--- src/rtl/crcfc_pkg.sv ---
// ----------------------------------------------------------------------------
// crcfc_pkg - shared types and constants for the CRC32C frame checker
// Frame layout constants, status codes, result item type and the byte-wide
// CRC32C update function.
// ----------------------------------------------------------------------------
`timescale 1ns / 1ps
`default_nettype none

package crcfc_pkg;

  // Frame layout
  localparam int HDR_BYTES = 10;
  localparam int CRC_BYTES = 4;
  localparam int MIN_FRAME = 14;
  localparam int POS_W     = 33;
  localparam int CFG_IDX_W = 8;

  localparam logic [POS_W-1:0] POS_MAX  = {POS_W{1'b1}};
  localparam logic [31:0]      CRC_POLY = 32'h82F6_3B78;
  localparam logic [31:0]      CRC_INIT = 32'hFFFF_FFFF;
  localparam logic [31:0]      MAX_BODY_RESET = 32'd65536;

  // Configuration register indexes
  localparam logic [CFG_IDX_W-1:0] REG_FRAME_MAGIC   = 8'd0;
  localparam logic [CFG_IDX_W-1:0] REG_MAX_BODY_SIZE = 8'd1;

  // Verdict status codes
  localparam logic [2:0] ST_OK        = 3'd0;
  localparam logic [2:0] ST_SHORT     = 3'd1;
  localparam logic [2:0] ST_BAD_MAGIC = 3'd2;
  localparam logic [2:0] ST_TRUNC     = 3'd3;
  localparam logic [2:0] ST_TOO_LONG  = 3'd4;
  localparam logic [2:0] ST_CRC_BAD   = 3'd5;

  // One result item
  typedef struct packed {
    logic [7:0]  body_byte;
    logic        is_verdict;
    logic [2:0]  status;
    logic [15:0] msg_type;
  } result_t;

  // Reflected CRC32C update over one byte
  function automatic logic [31:0] crc_byte(input logic [31:0] c_in, input logic [7:0] b);
    logic [31:0] c;
    c = c_in ^ {24'd0, b};
    for (int k = 0; k < 8; k++) begin
      c = c[0] ? ((c >> 1) ^ CRC_POLY) : (c >> 1);
    end
    return c;
  endfunction

endpackage

`default_nettype wire

--- src/rtl/crcfc_out_queue.sv ---
// ----------------------------------------------------------------------------
// crcfc_out_queue - four-entry result queue
// Takes up to two result items per cycle and hands out one per cycle on a
// valid/stall channel. Reports room when at least two entries are free.
// ----------------------------------------------------------------------------
`timescale 1ns / 1ps
`default_nettype none

module crcfc_out_queue (
  input  wire logic              clk,
  input  wire logic              rst_n,
  input  wire logic              push_a,
  input  wire crcfc_pkg::result_t item_a,
  input  wire logic              push_b,
  input  wire crcfc_pkg::result_t item_b,
  output logic                   room,
  output logic                   out_valid,
  input  wire logic              out_stall,
  output crcfc_pkg::result_t     out_item
);

  crcfc_pkg::result_t entry_r [4];
  logic [1:0] wr_ptr_r, wr_ptr_nxt;
  logic [1:0] rd_ptr_r, rd_ptr_nxt;
  logic [2:0] count_r, count_nxt;
  logic       pop;
  logic [2:0] n_push;

  assign room      = (count_r <= 3'd2);
  assign out_valid = (count_r != 3'd0);
  assign out_item  = entry_r[rd_ptr_r];
  assign pop       = out_valid & ~out_stall;

  // Pointer and fill bookkeeping; item b only rides along with item a
  always_comb begin
    n_push     = {2'd0, push_a} + {2'd0, push_a & push_b};
    wr_ptr_nxt = wr_ptr_r + n_push[1:0];
    rd_ptr_nxt = rd_ptr_r + {1'b0, pop};
    count_nxt  = count_r + n_push - {2'd0, pop};
  end

  always_ff @(posedge clk) begin
    if (!rst_n) begin
      wr_ptr_r <= 2'd0;
      rd_ptr_r <= 2'd0;
      count_r  <= 3'd0;
    end else begin
      wr_ptr_r <= wr_ptr_nxt;
      rd_ptr_r <= rd_ptr_nxt;
      count_r  <= count_nxt;
    end
  end

  // Entry storage
  always_ff @(posedge clk) begin
    if (push_a) begin
      entry_r[wr_ptr_r] <= item_a;
    end
    if (push_a && push_b) begin
      entry_r[wr_ptr_r + 2'd1] <= item_b;
    end
  end

endmodule

`default_nettype wire

--- src/rtl/crc32c_frame_checker_core.sv ---
// ----------------------------------------------------------------------------
// crc32c_frame_checker_core - streaming check of a length-prefixed CRC32C frame
// Parses magic, type and length, passes body bytes when the length is within
// max_body_size, and issues a verdict with type and status on the buffer's last byte.
// ----------------------------------------------------------------------------
// Queueing: a result item is written to the result queue when its byte is accepted.
// Throughput: one byte per cycle; the frame state and the byte-wide CRC32C
//   update are done in the accept cycle. A last byte that is also an emitted
//   body byte yields two items, drained one per cycle by the four-entry queue
//   when out_stall is low; input stalls while fewer than two queue entries are free.
// Reset: synchronous active-low rst_n clears frame state and the queue and
//   loads frame_magic = 0, max_body_size = 65536.
`timescale 1ns / 1ps
`default_nettype none

module crc32c_frame_checker_core (
  input  wire logic        clk,
  input  wire logic        rst_n,
  // input channel
  input  wire logic        in_valid,
  output logic             in_stall,
  input  wire logic [7:0]  in_data_byte,
  input  wire logic        in_end_of_buffer,
  // result channel
  output logic             out_valid,
  input  wire logic        out_stall,
  output logic [7:0]       out_body_byte,
  output logic             out_is_verdict,
  output logic [2:0]       out_status,
  output logic [15:0]      out_msg_type,
  // configuration write channel
  input  wire logic        cfg_valid,
  output logic             cfg_ready,
  input  wire logic [crcfc_pkg::CFG_IDX_W-1:0] cfg_index,
  input  wire logic [31:0] cfg_data
);

  localparam int PW = crcfc_pkg::POS_W;

  // Configuration registers
  logic [31:0] frame_magic_r;
  logic [31:0] max_body_r;

  // Frame state
  logic [PW-1:0] pos_r, pos_nxt;
  logic [31:0]   hdr_shift_r, hdr_shift_nxt;
  logic          magic_ok_r, magic_ok_nxt;
  logic [15:0]   type_r, type_nxt;
  logic [31:0]   length_r, length_nxt;
  logic [31:0]   crc_r, crc_nxt;
  logic [31:0]   rx_crc_r, rx_crc_nxt;

  logic          in_accept;
  logic          room;
  logic [PW-1:0] body_end;
  logic [PW:0]   crc_end;
  logic [PW+1:0] frame_len;
  logic [1:0]    crc_ofs;
  logic          body_emit;
  logic [2:0]    status;
  logic [15:0]   vtype;
  logic          push_a, push_b;
  crcfc_pkg::result_t item_a, item_b, body_item, verdict_item, out_item;

  assign cfg_ready = 1'b1;
  assign in_stall  = ~room;
  assign in_accept = in_valid & ~in_stall;

  // Configuration writes; unknown indexes are dropped
  always_ff @(posedge clk) begin
    if (!rst_n) begin
      frame_magic_r <= 32'd0;
      max_body_r    <= crcfc_pkg::MAX_BODY_RESET;
    end else if (cfg_valid && cfg_ready) begin
      case (cfg_index)
        crcfc_pkg::REG_FRAME_MAGIC:   frame_magic_r <= cfg_data;
        crcfc_pkg::REG_MAX_BODY_SIZE: max_body_r    <= cfg_data;
        default: ;
      endcase
    end
  end

  // Frame field tracking for the current byte
  always_comb begin
    body_end = PW'(crcfc_pkg::HDR_BYTES) + {1'b0, length_r};
    crc_end  = {1'b0, body_end} + (PW+1)'(crcfc_pkg::CRC_BYTES);
    crc_ofs  = pos_r[1:0] - body_end[1:0];

    hdr_shift_nxt = hdr_shift_r;
    magic_ok_nxt  = magic_ok_r;
    type_nxt      = type_r;
    length_nxt    = length_r;
    crc_nxt       = crc_r;
    rx_crc_nxt    = rx_crc_r;
    body_emit     = 1'b0;

    if (pos_r < PW'(crcfc_pkg::HDR_BYTES)) begin
      crc_nxt       = crcfc_pkg::crc_byte(crc_r, in_data_byte);
      hdr_shift_nxt = {in_data_byte, hdr_shift_r[31:8]};
      if (pos_r == PW'(3)) begin
        magic_ok_nxt = (hdr_shift_nxt == frame_magic_r);
      end else if (pos_r == PW'(4) || pos_r == PW'(5)) begin
        type_nxt = {in_data_byte, type_r[15:8]};
      end else if (pos_r >= PW'(6)) begin
        length_nxt = {in_data_byte, length_r[31:8]};
      end
    end else if (pos_r < body_end) begin
      crc_nxt   = crcfc_pkg::crc_byte(crc_r, in_data_byte);
      body_emit = (length_r <= max_body_r);
    end else if ({1'b0, pos_r} < crc_end) begin
      case (crc_ofs)
        2'd0:    rx_crc_nxt = rx_crc_r | {24'd0, in_data_byte};
        2'd1:    rx_crc_nxt = rx_crc_r | {16'd0, in_data_byte, 8'd0};
        2'd2:    rx_crc_nxt = rx_crc_r | {8'd0, in_data_byte, 16'd0};
        default: rx_crc_nxt = rx_crc_r | {in_data_byte, 24'd0};
      endcase
    end

    pos_nxt = (pos_r == crcfc_pkg::POS_MAX) ? pos_r : pos_r + PW'(1);
  end

  // Verdict from the state as it stands after this byte
  always_comb begin
    frame_len = (PW+2)'(crcfc_pkg::MIN_FRAME) + {2'd0, length_nxt};
    vtype     = 16'd0;
    if (pos_nxt < PW'(crcfc_pkg::MIN_FRAME)) begin
      status = crcfc_pkg::ST_SHORT;
    end else if (!magic_ok_nxt) begin
      status = crcfc_pkg::ST_BAD_MAGIC;
    end else begin
      vtype = type_nxt;
      if (frame_len > {2'd0, pos_nxt}) begin
        status = crcfc_pkg::ST_TRUNC;
      end else if (length_nxt > max_body_r) begin
        status = crcfc_pkg::ST_TOO_LONG;
      end else if (rx_crc_nxt != ~crc_nxt) begin
        status = crcfc_pkg::ST_CRC_BAD;
      end else begin
        status = crcfc_pkg::ST_OK;
      end
    end
  end

  // Result items: body item first, verdict after it
  always_comb begin
    body_item            = '0;
    body_item.body_byte  = in_data_byte;
    verdict_item            = '0;
    verdict_item.is_verdict = 1'b1;
    verdict_item.status     = status;
    verdict_item.msg_type   = vtype;

    push_a = in_accept & (body_emit | in_end_of_buffer);
    push_b = in_accept & body_emit & in_end_of_buffer;
    item_a = body_emit ? body_item : verdict_item;
    item_b = verdict_item;
  end

  // Frame state registers; cleared after a verdict
  always_ff @(posedge clk) begin
    if (!rst_n || (in_accept && in_end_of_buffer)) begin
      pos_r       <= '0;
      hdr_shift_r <= 32'd0;
      magic_ok_r  <= 1'b0;
      type_r      <= 16'd0;
      length_r    <= 32'd0;
      crc_r       <= crcfc_pkg::CRC_INIT;
      rx_crc_r    <= 32'd0;
    end else if (in_accept) begin
      pos_r       <= pos_nxt;
      hdr_shift_r <= hdr_shift_nxt;
      magic_ok_r  <= magic_ok_nxt;
      type_r      <= type_nxt;
      length_r    <= length_nxt;
      crc_r       <= crc_nxt;
      rx_crc_r    <= rx_crc_nxt;
    end
  end

  // Result queue
  crcfc_out_queue u_out_queue (
    .clk       (clk),
    .rst_n     (rst_n),
    .push_a    (push_a),
    .item_a    (item_a),
    .push_b    (push_b),
    .item_b    (item_b),
    .room      (room),
    .out_valid (out_valid),
    .out_stall (out_stall),
    .out_item  (out_item)
  );

  assign out_body_byte  = out_item.body_byte;
  assign out_is_verdict = out_item.is_verdict;
  assign out_status     = out_item.status;
  assign out_msg_type   = out_item.msg_type;

endmodule

`default_nettype wire
--- config.mk ---
export PLATFORM = sky130hd
export DESIGN_NAME = crc32c_frame_checker_core
export DESIGN_NICKNAME = d
export VERILOG_FILES = /design/src/rtl/crcfc_pkg.sv /design/src/rtl/crcfc_out_queue.sv /design/src/rtl/crc32c_frame_checker_core.sv
export SDC_FILE = /design/constraint.sdc
export NUM_CORES = 1
export LEC_CHECK = 0
export BUFFER_PORTS_ARGS = -buffer_cell sky130_fd_sc_hd__buf_4
export CORE_MARGIN = 10
export CORE_UTILIZATION = 40
export CTS_CLUSTER_DIAMETER = 150
export DETAILED_ROUTE_END_ITERATION = 10
export PLACE_DENSITY = 0.63
export SYNTH_ARGS = -nofsm -noshare
export SYNTH_HDL_FRONTEND = slang
export SYNTH_SLANG_ARGS = --single-unit
--- constraint.sdc ---
create_clock -name clk -period 15.6 [get_ports clk]
set_input_delay 0.78 -clock clk [delete_from_list [all_inputs] [get_ports clk]]
set_output_delay 0.78 -clock clk [all_outputs]
set_load 0.005 [all_outputs]
==> flow_metrics.tcl, run 1 <==
set metrics [dict create \
    status "finished, final reports clean" \
    tightest_slew_ns 1.23 \
    worstPathArrival_ns 8.03 \
    area_growth_syn_to_layout_pct 10.3 \
    synth.avg_cell_area_um2 8.57 \
    worst_path_max_delay_cell "a211oi_2" \
    ios 85 \
    ys_ff_latch 353 \
    syn_nets 2910 \
    startpoint_type "flip-flop" \
    ir_drop_mv 0.119 \
    critPathTopFamily "simple AND/OR/NAND/NOR gates" \
    netlist_area_um2 23000 \
    slew_headroom_pct 17.8 \
    htreeDepth 2 \
    grt_pass1_vias 18829 \
    p_per_area_nw_per_um2 157 \
    clkSinkCount 353 \
    cts_tree "yes" \
    dp_hpwl_um 50800 \
    drt_pass1_iterations 5 \
    fp-row-count 87 \
    finalCriticalPeriod_ns 7.73 \
    die_area_um2 67400 \
    start_util_pct 40.6 \
    grt_pass1_wl_um 108000 \
    overflow 0 \
    register_area_um2 7830 \
    clock_path_buffers 3 \
    period_share_pct 49.5 \
    crit_start "length_r[1]" \
    finalPower_mw 3.99 \
    yosysUniqueCellTypes 82 \
    drive_gt1_share_pct 9.78 \
    drt-total-wl_um 68300 \
    max_freq_ghz 0.129 \
    diodes 0 \
    hold_class "reg2reg" \
    synth_edf_count 76 \
    cts.repair.resized 0 \
    finalHoldViolCount 0 \
    path_buf_inv 0 \
    layout.nets 2876 \
    clk_latency_ns 0.60 \
    drt_iter0_markers 1430 \
    yosys_warnings 0 \
    io_buffers 83 \
    end_kind "flip-flop" \
    post-cts-setup-buffers 0 \
    finalSetupViolCount 0 \
    coreArea_um2 56600 \
    slew_viol_final 0 \
    grt_max_degree 81 \
    critPathMaxStageDelay_ns 0.89 \
    final_common_cell "nand2_1" \
    ctsHoldBuffers 0 \
    crit_path_frequent_cell "nor2_1" \
    finClkSkew_ns 0.0272 \
    die_height_um 260 \
    gp_congestion 0.922 \
    ys_seq_area_share_pct 34.1 \
    cp_max_fo 16 \
    hp-start "u_out_queue.entry_r[1][19]" \
    antenna_found_initial 0 \
    tns_ns 0 \
    most-common-layout-cells "384 x nand2_1, 275 x dfxtp_1, 251 x nor2_1" \
    track_usage_pct 19.9 \
    nFillCells 5560 \
    synthFlopType "dfxtp_1" \
    die_x_um 260 \
    final_cells 3435 \
    rsz0062_at_grt "no" \
    synthArstFlopShare_pct 0 \
    ant_nets 0 \
    clk_pin_slew_ns 0.06 \
    routedWlPerCell_um 19.9 \
    drc 0 \
    multi_input_area_um2 14100 \
    vias 19076 \
    dp.cells 3360 \
    cts_root_buf "clkbuf_16" \
    postSynthCellCount 2682 \
    critical_path_class "reg2reg" \
    cp.required_ns 15.90 \
    cts_inserted_buffers 42 \
    reg2reg_from "length_r[1]" \
    p_leak_nw 9.71 \
    hold_ws_ns 0.447 \
    maxCapViolCount 0 \
    viasPerCell 5.55 \
]
[tightest hold or removal path, stage by stage (launching register included)]
cell and delay [ns]:
dfxtp_1 0.31, nand2_1 0.05, nand2_1 0.04
[kinds of logic (layout without fill, tap and decap cells)]
group           count (synthesis)  after routing  synth area share [%]
compound gates                453            453                  13.0
xor+xnor                      298            298                  11.6
fa+ha+maj                     174            174                  9.54
buf+inv                       276            273                  4.87
flops                         353            353                  34.1
mux                           113            113                  6.56
other cells                     1              1                0.0163
simple gates                 1014           1014                  20.4
[final cells by class]
cell class | count | area share (%)
clock buffers | 51 | 4.48
clock inverters | 24 | 0.987
inverters | 101 | 1.50
multi-input cells | 2053 | 55.5
flip-flops and latches | 353 | 30.9
well taps | 756 | 3.73
repair buffers | 97 | 2.87
[metrics by stage]
step	worst slack, ns	area [µm²]	utilization, %
after global placement	8.12	24000	42.3
after global routing	7.13	25300	44.8
after detailed placement	8.00	24000	42.3
final	7.87	25300	44.8
after CTS	7.99	25300	44.8
after floorplan	9.10	23000	-
[worst paths after layout]
check | slack (ns) | endpoint | depth (start not counted)
max reg2reg | 7.87 | u_out_queue.entry_r[3][16] | 27
min | 0.45 | u_out_queue.entry_r[1][19] | 2
max | 7.87 | u_out_queue.entry_r[3][16] | 27
min reg2reg | 0.45 | u_out_queue.entry_r[1][19] | 2
[metal layers]
| metal | up-vias | share of wire, % | GRT usage, % |
|---|---|---|---|
| met5 | - | 0 | 0 |
| met4 | 0 | 3.1 | 7.11 |
| met3 | 98 | 4.8 | 2.83 |
| met2 | 482 | 48 | 34.3 |
| met1 | 9235 | 44 | 25.1 |
| li1 | 9261 | - | - |
[state kept, by name, summed over array words and instances, names as in the netlist]
register              flops
crc_r                    32
frame_magic_r            32
hdr_shift_r              24
length_r                 32
magic_ok_r                1
max_body_r               32
pos_r                    33
rx_crc_r                 32
type_r                   16
u_out_queue.count_r       3
u_out_queue.entry_r     112
u_out_queue.rd_ptr_r      2
u_out_queue.wr_ptr_r      2
[synthesized netlist by cell type, drive strengths merged (14+ instances only)]
cell type    n  share of area [%]
ha         172                9.4
o21a        16               0.52
and3        23               0.63
clkbuf     135                2.2
nor2b       28               0.76
a21o        35                1.1
and2        29               0.79
or3         14               0.40
nor2       256                4.3
dfxtp      277                 24
edfxtp      76                9.9
xor2       152                5.8
mux2        20               0.98
nand3      108                2.4
a211oi      40                1.3
nand2      386                6.3
nand4       54                1.5
xnor2      146                5.7
nor3        40               0.91
buf         40                1.0
o21ai       51                1.1
a41oi       16               0.64
nand2b      20               0.54
mux2i       65                2.8
nor4        22               0.72
inv        100                1.6
mux4        28                2.7
a21boi      64                2.1
a31oi       28               0.76
a21oi      132                2.9
[where the power goes]
part           total [mW]  internal [mW]  switching [mW]  leakage [nW]
Combinational        1.86          0.763            1.10          6.07
Sequential           1.14           1.01           0.125          2.97
Clock               0.987          0.571           0.415         0.668
Power figures use the tool's default switching activity.
==> run 2: changes to the inputs <==
clock period = 7.6 ns   (was 15.6 ns; I/O delays follow)
==> flow_metrics.tcl, run 2 (synthesis gave the netlist of run 1 again) <==
set metrics [dict create \
    finalCriticalPeriod_ns 7.00 \
    startpoint_type "flip-flop" \
    final_common_cell "nand2_1" \
    maxCapViolCount 0 \
    max_freq_ghz 0.143 \
    worstHoldPathCells 3 \
    routedWlPerCell_um 20.1 \
    finalSetupViolCount 0 \
    period_share_pct 92.1 \
    crit_path_frequent_cell "nor2_1" \
    post-cts-setup-buffers 0 \
    drive_gt1_share_pct 10.7 \
    htreeDepth 2 \
    cp.required_ns 7.89 \
    layout.nets 2895 \
    critical_path_class "reg2reg" \
    clock_path_buffers 3 \
    finalPower_mw 8.24 \
    cts_inserted_buffers 41 \
    rsz0062_at_grt "no" \
    vias 19338 \
    end_kind "flip-flop" \
    tightest_slew_ns 1.26 \
    grt_pass1_wl_um 109000 \
    fp-row-count 87 \
    die_height_um 260 \
    cts.repair.resized 0 \
    drt_iter0_markers 1236 \
    die_x_um 260 \
    clk_pin_slew_ns 0.06 \
    fin_ws_ns 0.598 \
    cts_root_buf "clkbuf_16" \
    worstPathArrival_ns 7.29 \
    post-place-ws_ns 0.614 \
    hold_class "in2reg" \
    drt_pass1_iterations 5 \
    worst_path_max_delay_cell "or3b_2" \
    slew_headroom_pct 15.7 \
    crit_start "length_r[2]" \
    io_buffers 83 \
    drt-total-wl_um 69600 \
    track_usage_pct 20.2 \
    r2r_cells 28 \
    top_register "u_out_queue.entry_r" \
    dp_hpwl_um 51500 \
    drc 0 \
    clkSinkCount 353 \
    status "finished, final reports clean" \
    cp.depth 28 \
    register_area_um2 7830 \
    p_per_area_nw_per_um2 323 \
    grt_max_degree 86 \
    nFillCells 5516 \
    tns_ns 0 \
    die_area_um2 67400 \
    overflow 0 \
    coreArea_um2 56600 \
    ctsHoldBuffers 0 \
    multi_input_area_um2 14100 \
    cts_tree "yes" \
    slew_viol_final 0 \
    clk_latency_ns 0.58 \
    finClkSkew_ns 0.0349 \
    finalHoldViolCount 0 \
    ir_drop_mv 0.253 \
    ant_nets 0 \
    hp-start "cfg_data[16]" \
    area_growth_syn_to_layout_pct 11.2 \
    largest_reg_flops 112 \
    path_buf_inv 1 \
    critPathMaxStageDelay_ns 0.50 \
    most-common-layout-cells "384 x nand2_1, 275 x dfxtp_1, 251 x nor2_1" \
    gp_congestion 0.924 \
    grt_pass1_vias 18924 \
    viasPerCell 5.59 \
    p_leak_nw 9.86 \
    ios 85 \
    start_util_pct 40.6 \
    reg.largest.list "u_out_queue.entry_r x112, pos_r x33" \
    antenna_found_initial 0 \
    critPathTopFamily "simple AND/OR/NAND/NOR gates" \
    reg2reg_from "length_r[2]" \
    cp_max_fo 16 \
]
## run 2: worst min-delay path, cell delays in order
cell,delay (ns)
buf_4,0.09
nand2_1,0.04
o211ai_1,0.07
## run 2: area by class of cell
class                           count  share of cell area, %
Multi-Input combinational cell   2053                   55.2
Sequential cell                   353                   30.6
Clock buffer                       54                   4.65
Tap cell                          756                   3.70
Timing Repair Buffer              117                   3.49
Inverter                          101                   1.48
Clock inverter                     22                  0.886
Antenna cell                        1                0.00979
## run 2: power breakdown
group	switching [mW]	internal, mW
registers	0.231	2.08
clock network	0.845	1.21
logic	2.29	1.58
total	3.37	4.87
## run 2: worst paths after layout
check                                     to  slack [ns]
hold reg to reg   u_out_queue.entry_r[3][19]        0.44
setup reg to reg  u_out_queue.entry_r[0][18]        0.60
hold / removal                max_body_r[16]        0.07
setup / recovery  u_out_queue.entry_r[0][18]        0.60
## run 2: routing by layer
metal  global-route usage [%]  vias to the layer above  routed length [µm]
li1                         -                     9302                   -
met1                     25.4                     9295               30200
met2                     34.3                      599               33100
met3                     2.70                      142                3600
met4                     8.58                        0                2730
met5                        0                        -                   0
## run 2: stage by stage
step,cells,area (µm²),hold WS (ns),util [%]
2_1_floorplan,2682,23000,0.418,-
3_3_place_gp,3380,24100,0.431,42.6
3_5_place_dp,3380,24100,0.432,42.6
4_1_cts,3456,25500,0.0545,45.1
5_1_grt,3456,25600,0.0780,45.2
6_report,3457,25600,0.0743,45.2
==> run 3: changes to the inputs <==
ABC_AREA = 1   (was not set)
PLACE_DENSITY = 0.62   (was 0.63)
==> flow_metrics.tcl, run 3 <==
set metrics [dict create \
    critical_path_class "reg2reg" \
    drt_iter0_markers 1870 \
    clkSinkCount 353 \
    ant_nets 0 \
    most-common-layout-cells "783 x nand2_1, 506 x inv_1, 339 x nor2_1" \
    die_x_um 270 \
    track_usage_pct 20.8 \
    p_leak_nw 12.5 \
    routedWlPerCell_um 17.3 \
    cts.repair.resized 0 \
    end_kind "flip-flop" \
    post-cts-setup-buffers 0 \
    synth_commonest_cells "785 x nand2_1, 507 x inv_1, 339 x nor2_1" \
    worst_path_max_delay_cell "nor4_1" \
    io_buffers 83 \
    startpoint_type "flip-flop" \
    die_height_um 270 \
    yosysUniqueCellTypes 63 \
    synth_top_area_share_pct 22.3 \
    antenna_found_initial 1 \
    drt_pass1_iterations 5 \
    critPathMaxStageDelay_ns 0.63 \
    cts_root_buf "clkbuf_16" \
    r2r_slack_ns 0.91 \
    largest_reg_flops 112 \
    fp-row-count 91 \
    top_register "u_out_queue.entry_r" \
    synthArstFlopShare_pct 0 \
    ios 85 \
    coreArea_um2 61700 \
    clk_pin_slew_ns 0.06 \
    crit_path_frequent_cell "nand2_1" \
    switching_share_pct 47.2 \
    ys_seq_area_share_pct 31.4 \
    drt-total-wl_um 78400 \
    die_area_um2 72700 \
    slew_headroom_pct 29.3 \
    register_area_um2 7830 \
    overflow 0 \
    nFillCells 6481 \
    tns_ns 0 \
    p_per_area_nw_per_um2 355 \
    htreeDepth 2 \
    netlist_top_cells_area "dfxtp_1 22%, nand2_1 12%, edfxtp_1 9.2%, ha_1 8.6%, inv_1 7.6%" \
    ys_ff_latch 353 \
    hp-start "cfg_data[10]" \
    netlist_area_um2 24900 \
    p_switching_mw 4.62 \
    slew_viol_final 0 \
    hold_class "in2reg" \
    rsz0062_at_grt "no" \
    finalCriticalPeriod_ns 6.69 \
    start_util_pct 40.4 \
    synth_edf_count 76 \
    reg.largest.list "u_out_queue.entry_r x112, pos_r x33" \
    viasPerCell 5.21 \
    r2r_cells 34 \
    yosysTopAreaCell "dfxtp_1" \
    worstPathArrival_ns 6.99 \
    tightest_slew_ns 1.06 \
    postSynthCellCount 3670 \
    dp_hpwl_um 58100 \
    maxCapViolCount 0 \
    worstHoldPathCells 3 \
    pwr-share-seq_pct 25.9 \
    cts_inserted_buffers 42 \
    ir_drop_mv 0.171 \
    area_growth_syn_to_layout_pct 10.7 \
    timing.rr.end "u_out_queue.entry_r[1][16]" \
    p_clk_share_pct 21.7 \
    grt_pass1_vias 22255 \
    diodes 0 \
    period_share_pct 88.0 \
    syn_nets 3898 \
    finalPower_mw 9.79 \
    status "finished, final reports clean" \
    drive_gt1_share_pct 7.85 \
    internal_power_mw 5.17 \
    whs_endpoint "frame_magic_r[10]" \
    yosysMostFrequentCell "nand2_1" \
    cts_tree "yes" \
    clock_path_buffers 3 \
    vias 23697 \
    max_freq_ghz 0.149 \
    ctsHoldBuffers 0 \
    combPwrFrac_pct 52.4 \
    finalHoldViolCount 0 \
    finalSetupViolCount 0 \
    cp_max_fo 21 \
    gp_congestion 0.925 \
    grt_pass1_wl_um 123000 \
    multi_input_area_um2 14500 \
    finClkSkew_ns 0.0135 \
    clk_latency_ns 0.59 \
    reg2reg_from "length_r[1]" \
    final_common_cell "nand2_1" \
    drc 0 \
    layout.nets 3902 \
    synthFlopType "dfxtp_1" \
    synth.avg_cell_area_um2 6.79 \
    grt_max_degree 92 \
    cp.required_ns 7.90 \
    yosys_warnings 0 \
]
## run 3: cell types whose count changed after synthesis, moves of 31 or more
| cell | before | now |
|---|---|---|
| a21oi_1 | 132 | 297 |
| xor2_1 | 151 | 120 |
| a21o_1 | 35 | 3 |
| nor3_1 | 38 | 94 |
| o21ai_0 | 46 | 303 |
| a21boi_0 | 64 | 1 |
| nor2_1 | 252 | 339 |
| xnor2_1 | 141 | 38 |
| nand2_1 | 385 | 785 |
| mux2i_1 | 65 | 0 |
| inv_1 | 100 | 507 |
| nand3_1 | 108 | 174 |
## run 3: power by group through the flow
stage,clock network [mW],registers (mW),logic (mW)
2_1_floorplan,0,2.46,3.62
3_3_place_gp,0,2.56,5.05
4_1_cts,2.17,2.53,5.10
3_5_place_dp,0,2.56,5.07
5_1_grt,2.24,2.57,5.79
6_report,2.13,2.53,5.13
## run 3: cell type report
| class | count | share of cell area, % |
|---|---|---|
| clock inverter | 20 | 0.839 |
| sequential | 353 | 28.4 |
| timing repair buffer | 104 | 2.83 |
| multi-input combinational | 2633 | 52.4 |
| tap | 837 | 3.80 |
| clock buffer | 58 | 4.41 |
| inverter | 540 | 7.35 |
## run 3: kinds of logic after synthesis
kind of cell | synth area share, %
DFF | 31.4
other | 0.0151
xor gates and xnor gates | 5.62
adders and majority gates | 8.80
buffers and inverters | 10.6
AOI/OAI and AO/OA | 16.4
and+or+nand+nor | 27.1
## run 3: routing by layer
metal | wire length [µm] | vias to the layer above | GRT usage (%)
met5 | 0 | - | 0
met4 | 2820 | 0 | 8.09
met3 | 5270 | 157 | 3.81
met2 | 34500 | 761 | 33.0
met1 | 35800 | 10735 | 27.6
li1 | - | 12044 | -
## run 3: worst max-delay path by stage
stage,from,to,slack [ns]
2_1_floorplan,length_r[1],u_out_queue.entry_r[0][16],2.49
3_3_place_gp,length_r[1],u_out_queue.entry_r[0][16],1.20
3_5_place_dp,length_r[1],u_out_queue.entry_r[1][16],1.09
4_1_cts,length_r[1],u_out_queue.entry_r[1][16],1.05
5_1_grt,length_r[1],u_out_queue.entry_r[1][16],0.23
6_report,length_r[1],u_out_queue.entry_r[1][16],0.91
## run 3: through the flow
step | cell area, µm² | setup slack, ns | cells | util (%) | hold WS [ns]
after floorplan | 24900 | 2.49 | 3670 | - | 0.422
after global placement | 26100 | 1.20 | 4467 | 42.4 | 0.435
after detailed placement | 26100 | 1.09 | 4467 | 42.4 | 0.435
after CTS | 27600 | 1.05 | 4545 | 44.7 | 0.0425
after global routing | 27600 | 0.225 | 4545 | 44.7 | 0.0652
final | 27600 | 0.910 | 4545 | 44.7 | 0.0696
## run 3: critical path: cells and delay by family (launching register included)
| kind | cells | cell delay, ns |
|---|---|---|
| AO/OA/AOI/OAI | 4 | 0.51 |
| XOR/XNOR | 2 | 0.47 |
| adder cells (fa/ha/maj) | 2 | 0.49 |
| buffers and inverters | 4 | 0.95 |
| flip-flops | 1 | 0.47 |
| AND/OR/NAND/NOR | 22 | 3.49 |
